[src/lad_pkg.sv]
// ----------------------------------------------------------------------------
// lad_pkg
// Shared types, sizes and helpers for the linear array deque.
// ----------------------------------------------------------------------------
package lad_pkg;

    localparam int DEPTH      = 16;
    localparam int DATA_WIDTH = 32;
    localparam int IO_WIDTH   = 32;

    // index runs 0..DEPTH, address runs 0..DEPTH-1
    localparam int IDX_W  = $clog2(DEPTH + 1);
    localparam int ADDR_W = $clog2(DEPTH);
    localparam int EXT_W  = (DATA_WIDTH > IO_WIDTH) ? DATA_WIDTH : IO_WIDTH;

    typedef enum logic [1:0] {
        FUNC_PUSH_REAR  = 2'd0,
        FUNC_PUSH_FRONT = 2'd1,
        FUNC_POP_FRONT  = 2'd2,
        FUNC_POP_REAR   = 2'd3
    } lad_func_e;

    typedef enum logic [1:0] {
        STAT_DONE  = 2'd0,
        STAT_FULL  = 2'd1,
        STAT_UNDER = 2'd2
    } lad_status_e;

    typedef enum logic [1:0] {
        S_IDLE,
        S_EXEC,
        S_READ,
        S_RESP
    } lad_state_e;

    typedef struct packed {
        logic [1:0]                 func;
        logic signed [IO_WIDTH-1:0] data_in;
    } lad_in_t;

    typedef struct packed {
        logic signed [IO_WIDTH-1:0] data_out;
        logic [1:0]                 status;
    } lad_out_t;

    // controller -> datapath
    typedef struct packed {
        logic load;
        logic exec;
        logic capture;
    } lad_cmd_t;

    // datapath -> controller
    typedef struct packed {
        logic rd_issue;
    } lad_stat_t;

    function automatic logic [DATA_WIDTH-1:0] to_word(input logic [IO_WIDTH-1:0] d);
        logic [EXT_W-1:0] ext;
        ext = EXT_W'(d);
        return ext[DATA_WIDTH-1:0];
    endfunction

    function automatic logic [IO_WIDTH-1:0] to_io(input logic [DATA_WIDTH-1:0] w);
        logic [EXT_W-1:0] ext;
        ext = EXT_W'(w);
        return ext[IO_WIDTH-1:0];
    endfunction

endpackage

[src/lad_ram.sv]
// ----------------------------------------------------------------------------
// lad_ram
// Generic single-write, single-read RAM with registered read data.
// ----------------------------------------------------------------------------
module lad_ram #(
    parameter int WIDTH = 32,
    parameter int DEPTH = 16
) (
    input  logic                     aclk,
    input  logic                     we,
    input  logic [$clog2(DEPTH)-1:0] waddr,
    input  logic [WIDTH-1:0]         wdata,
    input  logic                     re,
    input  logic [$clog2(DEPTH)-1:0] raddr,
    output logic [WIDTH-1:0]         rdata
);

    logic [WIDTH-1:0] mem [DEPTH];

    always_ff @(posedge aclk) begin
        if (we) begin
            mem[waddr] <= wdata;
        end
        if (re) begin
            rdata <= mem[raddr];
        end
    end

endmodule

[src/lad_datapath.sv]
// ----------------------------------------------------------------------------
// lad_datapath
// Front/rear indices, entry storage and the result register of the deque.
// ----------------------------------------------------------------------------
module lad_datapath (
    input  logic               aclk,
    input  logic               aresetn,
    input  lad_pkg::lad_in_t   s_data,
    input  lad_pkg::lad_cmd_t  cmd,
    output lad_pkg::lad_stat_t stat,
    output lad_pkg::lad_out_t  m_data
);
    import lad_pkg::*;

    lad_in_t                item_reg;
    logic [IDX_W-1:0]       front_reg, front_next;
    logic [IDX_W-1:0]       rear_reg, rear_next;
    logic [IO_WIDTH-1:0]    out_data_reg;
    lad_status_e            out_status_reg;

    logic                   op_we, op_re;
    logic [ADDR_W-1:0]      op_waddr, op_raddr;
    lad_status_e            op_status;
    logic [IDX_W-1:0]       front_dec, front_inc, rear_dec;
    logic [DATA_WIDTH-1:0]  rd_data;

    assign front_dec = front_reg - IDX_W'(1);
    assign front_inc = front_reg + IDX_W'(1);
    assign rear_dec  = rear_reg - IDX_W'(1);

    always_comb begin
        front_next = front_reg;
        rear_next  = rear_reg;
        op_we      = 1'b0;
        op_re      = 1'b0;
        op_waddr   = rear_reg[ADDR_W-1:0];
        op_raddr   = front_reg[ADDR_W-1:0];
        op_status  = STAT_DONE;
        unique case (lad_func_e'(item_reg.func))
            FUNC_PUSH_REAR: begin
                if (rear_reg == IDX_W'(DEPTH)) begin
                    op_status = STAT_FULL;
                end else begin
                    op_we     = 1'b1;
                    op_waddr  = rear_reg[ADDR_W-1:0];
                    rear_next = rear_reg + IDX_W'(1);
                end
            end
            FUNC_PUSH_FRONT: begin
                if (front_reg == '0) begin
                    op_status = STAT_FULL;
                end else begin
                    op_we      = 1'b1;
                    op_waddr   = front_dec[ADDR_W-1:0];
                    front_next = front_dec;
                end
            end
            FUNC_POP_FRONT: begin
                if (front_reg >= rear_reg) begin
                    op_status = STAT_UNDER;
                end else begin
                    op_re    = 1'b1;
                    op_raddr = front_reg[ADDR_W-1:0];
                    // last entry taken: both indices restart at zero
                    if (front_inc == rear_reg) begin
                        front_next = '0;
                        rear_next  = '0;
                    end else begin
                        front_next = front_inc;
                    end
                end
            end
            FUNC_POP_REAR: begin
                if (front_reg >= rear_reg) begin
                    op_status = STAT_UNDER;
                end else begin
                    op_re    = 1'b1;
                    op_raddr = rear_dec[ADDR_W-1:0];
                    if (front_reg == rear_dec) begin
                        front_next = '0;
                        rear_next  = '0;
                    end else begin
                        rear_next = rear_dec;
                    end
                end
            end
            default: begin
                op_status = STAT_DONE;
            end
        endcase
    end

    assign stat.rd_issue = cmd.exec & op_re;

    lad_ram #(
        .WIDTH (DATA_WIDTH),
        .DEPTH (DEPTH)
    ) u_store (
        .aclk  (aclk),
        .we    (cmd.exec & op_we),
        .waddr (op_waddr),
        .wdata (to_word(item_reg.data_in)),
        .re    (cmd.exec & op_re),
        .raddr (op_raddr),
        .rdata (rd_data)
    );

    always_ff @(posedge aclk) begin
        if (!aresetn) begin
            front_reg <= '0;
            rear_reg  <= '0;
        end else if (cmd.exec) begin
            front_reg <= front_next;
            rear_reg  <= rear_next;
        end
    end

    always_ff @(posedge aclk) begin
        if (cmd.load) begin
            item_reg <= s_data;
        end
        if (cmd.exec) begin
            out_data_reg   <= '0;
            out_status_reg <= op_status;
        end else if (cmd.capture) begin
            out_data_reg <= to_io(rd_data);
        end
    end

    assign m_data.data_out = out_data_reg;
    assign m_data.status   = out_status_reg;

endmodule

[src/lad_ctrl.sv]
// ----------------------------------------------------------------------------
// lad_ctrl
// Sequencer: takes a request, runs it on the datapath, holds the result.
// ----------------------------------------------------------------------------
module lad_ctrl (
    input  logic               aclk,
    input  logic               aresetn,
    input  logic               s_valid,
    output logic               s_ready,
    output logic               m_valid,
    input  logic               m_ready,
    input  lad_pkg::lad_stat_t stat,
    output lad_pkg::lad_cmd_t  cmd
);
    import lad_pkg::*;

    lad_state_e state_reg, state_next;

    always_ff @(posedge aclk) begin
        if (!aresetn) begin
            state_reg <= S_IDLE;
        end else begin
            state_reg <= state_next;
        end
    end

    always_comb begin
        state_next = state_reg;
        unique case (state_reg)
            S_IDLE: begin
                if (s_valid) begin
                    state_next = S_EXEC;
                end
            end
            S_EXEC: begin
                // pops pass through S_READ for the registered ram read
                state_next = stat.rd_issue ? S_READ : S_RESP;
            end
            S_READ: begin
                state_next = S_RESP;
            end
            S_RESP: begin
                if (m_ready) begin
                    state_next = S_IDLE;
                end
            end
            default: begin
                state_next = S_IDLE;
            end
        endcase
    end

    always_comb begin
        s_ready     = 1'b0;
        m_valid     = 1'b0;
        cmd.load    = 1'b0;
        cmd.exec    = 1'b0;
        cmd.capture = 1'b0;
        unique case (state_reg)
            S_IDLE: begin
                s_ready  = 1'b1;
                cmd.load = s_valid;
            end
            S_EXEC: begin
                cmd.exec = 1'b1;
            end
            S_READ: begin
                cmd.capture = 1'b1;
            end
            S_RESP: begin
                m_valid = 1'b1;
            end
            default: begin
                s_ready = 1'b0;
            end
        endcase
    end

endmodule

[src/linear_array_deque.sv]
// Linear (non-circular) double-ended queue of lad_pkg::DEPTH words. Each request
// pushes at the rear or front, or pops from the front or rear, and returns exactly
// one result: the popped value, 0 with status done for a push, or 0 with status
// full or underflow. A push at the front is refused whenever the front index is 0,
// even on an empty queue; a pop that empties the queue returns both indices to 0.
// One request is handled at a time: the result of a push is registered in the
// execute state, that of a pop after a further read state, the registered read of
// the entry RAM; no new request is taken until the result has been accepted.
// ----------------------------------------------------------------------------
// linear_array_deque
// Top level: controller, datapath and interface checks.
// ----------------------------------------------------------------------------
module linear_array_deque (
    input  logic              aclk,
    input  logic              aresetn,
    input  logic              s_valid,
    output logic              s_ready,
    input  lad_pkg::lad_in_t  s_data,
    output logic              m_valid,
    input  logic              m_ready,
    output lad_pkg::lad_out_t m_data
);
    import lad_pkg::*;

    lad_cmd_t  cmd;
    lad_stat_t stat;

    lad_ctrl u_ctrl (
        .aclk    (aclk),
        .aresetn (aresetn),
        .s_valid (s_valid),
        .s_ready (s_ready),
        .m_valid (m_valid),
        .m_ready (m_ready),
        .stat    (stat),
        .cmd     (cmd)
    );

    lad_datapath u_dp (
        .aclk    (aclk),
        .aresetn (aresetn),
        .s_data  (s_data),
        .cmd     (cmd),
        .stat    (stat),
        .m_data  (m_data)
    );

`ifndef SYNTHESIS
    // a new request is never taken while a result is still pending
    a_no_overlap: assert property (@(posedge aclk) disable iff (!aresetn)
        (s_valid && s_ready) |-> !m_valid)
        else $error("request accepted while result pending");

    // read data is captured only right after a pop issued its read
    a_capture_after_read: assert property (@(posedge aclk) disable iff (!aresetn)
        cmd.capture |-> $past(stat.rd_issue))
        else $error("capture without ram read");

    // rejected or underflowed requests carry zero data
    a_zero_on_error: assert property (@(posedge aclk) disable iff (!aresetn)
        (m_valid && (m_data.status == STAT_FULL || m_data.status == STAT_UNDER))
            |-> (m_data.data_out == '0))
        else $error("nonzero data on failed request");

    // a result follows each executed request that issues no ram read
    a_exec_to_result: assert property (@(posedge aclk) disable iff (!aresetn)
        (cmd.exec && !stat.rd_issue) |=> m_valid)
        else $error("push result not presented");
`endif

endmodule

[config.mk]
export PLATFORM = sky130hd
export DESIGN_NAME = linear_array_deque
export DESIGN_NICKNAME = d
export VERILOG_FILES = /design/src/lad_pkg.sv /design/src/lad_ram.sv /design/src/lad_datapath.sv /design/src/lad_ctrl.sv /design/src/linear_array_deque.sv
export SDC_FILE = /design/constraint.sdc
export NUM_CORES = 1
export LEC_CHECK = 0
export BUFFER_PORTS_ARGS = -buffer_cell sky130_fd_sc_hd__buf_2
export CAP_MARGIN = 0
export CORE_MARGIN = 2
export CORE_UTILIZATION = 40
export DETAILED_ROUTE_END_ITERATION = 16
export MAX_ROUTING_LAYER = met4
export PLACE_DENSITY = 0.52
export SETUP_SLACK_MARGIN = 0.3
export SLEW_MARGIN = 10
export SYNTH_ARGS = -nofsm -noshare
export SYNTH_HDL_FRONTEND = slang
export SYNTH_SLANG_ARGS = --single-unit
[constraint.sdc]
create_clock -name aclk -period 4.9 [get_ports aclk]
set_input_delay 0.245 -clock aclk [delete_from_list [all_inputs] [get_ports aclk]]
set_output_delay 0.245 -clock aclk [all_outputs]
set_load 0.005 [all_outputs]
==> run_results.csv <==
group,metric,value,unit
outcome,status,"completed",
yosys,yosysTopAreaCell,"edfxtp_1",
setup_path,worst_path_max_delay_cell,"dfxtp_2",
timing,setup_violations,0,
yosys,synth-edff-count,580,
power,power_frac_seq,42.8,%
die,dieArea,73700,um2
layout,fin_util,46.8,%
yosys,ys_types,60,
power,power.share.clock,34.6,%
yosys,ys_ff_latch,624,
worst_hold_path,whs_path_depth,4,
detailed_routing,wl,78700,um
setup_path,r2r_end,"u_dp.u_store.mem[3][17]",
placed_design,hpwl,44600,um
global_route,grt_pass1_wl,116000,um
clock_tree,clockBufferDepth,3,
detailed_routing,routed_via_density,5.93,
placed_design,gp_congestion,0.823,
layout,diodes,0,
placed_design,portBuffers,73,
timing,slew_headroom,34.7,%
clock_tree,clk_transition_reported_paths,60,ps
yosys,synthArstFlopShare,0,%
die,die_y,272,um
setup_path,critPathCaptureType,"flip-flop",
timing,max_freq,277,MHz
detailed_routing,wl_per_cell,27.0,um
setup_path,cpPeakStageDelay,800,ps
power,vdd_drop_max,0.000225,V
power,leakage,0.0104,uW
power,internal_power,11200,uW
layout,largest_reg_flops,512,
clock_tree,cts.repair.resized,0,
yosys,syn_area,28600,um2
clock_tree,htreeDepth,3,
layout,fillers,6107,
yosys,synth_cells,1807,
global_route,grt_pass1_vias,17500,
layout,drive_gt1_share,23.0,%
yosys,yosysWarnings,0,
die,core,71100,um2
yosys,syn_nets,1859,
timing,worstMarginPinSlew,977,ps
yosys,ys_top_cells_by_area,"edfxtp_1 (61%), mux4_2 (13%), mux2i_1 (6.9%), dfxtp_1 (3.1%), nor2_1 (1.6%)",
clock_tree,cts-root-buf,"clkbuf_16",
detailed_routing,antenna_left,0,
power,sw_frac_of_total,29.7,%
die,die_w,272,um
global_route,antenna_found_initial,0,
setup_path,path_delay_family,"simple AND/OR/NAND/NOR gates",
clock_tree,clock_sinks,624,
clock_tree,cts_buffers,71,
die,pin_count,74,
power,combPwrFrac,22.6,%
setup_path,cp_max_fo,24,
detailed_routing,vias,17300,
global_route,globalRouteTotalUtil,22.1,%
setup_path,r2r-start,"u_dp.front_reg[1]",
global_route,grt_max_degree,92,
timing,period_share,73.8,%
timing,fin_skew,28.6,ps
setup_path,crit_chain,"inv_2, ha_1, nor4b_1, nor3b_1, buf_4, inv_1, o22ai_1, and2_1, nand2_1, nor2_4, buf_12",
setup_path,worst-path-buf-inv,4,
setup_path,cp-start-kind,"flip-flop",
yosys,yosysTopAreaCellShare,60.8,%
yosys,syn_area_per_cell,15.8,um2
worst_hold_path,hold_path.class,"input port to flip-flop",
global_route,overflow,0,
flow_run,maxCapViolCount,0,
detailed_routing,drc_errors,0,
timing,holdWs,101,ps
setup_path,cp.required,5190,ps
worst_hold_path,hold_start,"s_valid",
yosys,synth_commonest_cells,"edfxtp_1 (580), mux2i_1 (196), mux4_2 (160), nor2_1 (125), nand2_1 (94)",
die,rows,98,
timing,period_minus_slack,3610,ps
setup_path,crit_type,"flip-flop to flip-flop",
worst_hold_path,min_to,"u_ctrl.state_reg[1]",
yosys,synthFlopType,"edfxtp_1",
timing,rsz0062_at_grt,"no",
setup_path,worstRegToRegCells,11,
layout,layout.nets,1961,
clock_tree,clock_latency,610,ps
die,initial_core_util,40.3,%
power,power_switching,4720,uW
setup_path,ff2ff_setup_slack,1290,ps
detailed_routing,dr.pass1.iters,5,
layout,syn2layout_area_growth,16.2,%
timing,slew_violations,0,
clock_tree,cts_tree,"yes",
timing,hold_violations,0,
detailed_routing,dr.first_iter.drc_count,1592,
yosys,synth-seq-area-share,63.9,%
timing,post-route-worst-setup-slack,1290,ps
setup_path,arrival,3910,ps
timing,setup_tns,0,ps
yosys,yosysMostFrequentCell,"edfxtp_1",
placed_design,dp_slack,1290,ps
power,powerDensity,477,nW/um2
## worst max path at each step
stage | from | to | depth (start not counted)
final | u_dp.front_reg[1] | u_dp.u_store.mem[3][17] | 11
after global routing | u_dp.front_reg[1] | u_dp.u_store.mem[2][4] | 10
after CTS | u_dp.rear_reg[2] | u_dp.u_store.rdata[7] | 11
after detailed placement | u_dp.rear_reg[2] | u_dp.u_store.rdata[7] | 11
after global placement | u_dp.front_reg[1] | u_dp.u_store.mem[3][19] | 11
after floorplan | u_dp.rear_reg[0] | u_dp.u_store.mem[6][0] | 12
## cell type report
class	instances	area (um2)	area share (%)
clock inverters	33	382	1.15
well taps	950	1190	3.57
multi-input cells	1022	9850	29.6
inverters	18	70.1	0.211
clock buffers	97	2030	6.10
flip-flops and latches	624	18300	55.0
repair buffers	172	1430	4.31
## what timing repair did
action | 4_1_cts | 5_1_grt
buffers inserted | 0 | 0
hold endpoints to repair | 38 | 0
hold buffers | 35 | 0
## stage by stage
step | power, uW | instance area [um2] | cells
6_report | 15900 | 33300 | 2916
2_1_floorplan | 9090 | 28600 | 1807
5_1_grt | 16500 | 33300 | 2916
4_1_cts | 16000 | 33300 | 2916
3_3_place_gp | 10500 | 30500 | 2751
3_5_place_dp | 10500 | 30500 | 2751
## power groups by stage
stage	logic, uW	clock network (uW)	registers, uW
after global placement	3580	0	6880
after detailed placement	3610	0	6900
after global routing	3900	5810	6840
after floorplan	2370	0	6720
final	3590	5490	6790
after CTS	3630	5590	6790
## layout by cell type (no fill, tap or decap), types with 7 or more instances in the layout
cell,instances
a22oi_1,31
buf_2,73
dlygate4sd3_1,35
edfxtp_1,580
o211ai_1,38
clkbuf_1,15
a31oi_1,34
nor2_4,17
clkbuf_16,75
a211oi_1,31
buf_4,45
a21oi_1,63
inv_1,15
and3_1,21
nand3_1,14
mux2i_1,196
mux4_2,160
clkbuf_8,7
ha_1,11
and2_1,35
buf_12,19
clkinv_2,13
a32oi_1,44
dfxtp_1,41
bufinv_16,8
nand2_1,93
nor2_1,108
o21ai_0,16
a221oi_1,31
## logic make-up (layout without fill, tap and decap cells)
group | count (synthesis) | after routing | synth area share (%)
AO/OA/AOI/OAI | 324 | 324 | 8.21
flip-flops | 624 | 624 | 63.9
buffers and inverters | 161 | 320 | 2.46
multiplexers | 358 | 358 | 19.5
XOR/XNOR | 11 | 11 | 0.336
AND/OR/NAND/NOR | 315 | 315 | 4.96
adder cells (fa/ha/maj) | 14 | 14 | 0.612
## tightest hold or removal path, delay by kind of cell
kind                   cells  cell delay [ps]
multiplexers               1              160
AND/OR/NAND/NOR            1               50
AO/OA/AOI/OAI              1              110
buffers and inverters      1               90
## routing by layer
layer	wire [um]	global-route usage [%]	up-vias
met2	37800	34.7	574
met1	33800	28.7	9015
li1	-	-	7550
met5	0	-	-
met3	4500	4.01	160
met4	2560	8.69	0
Note: power is estimated with default switching activity, not from simulation.
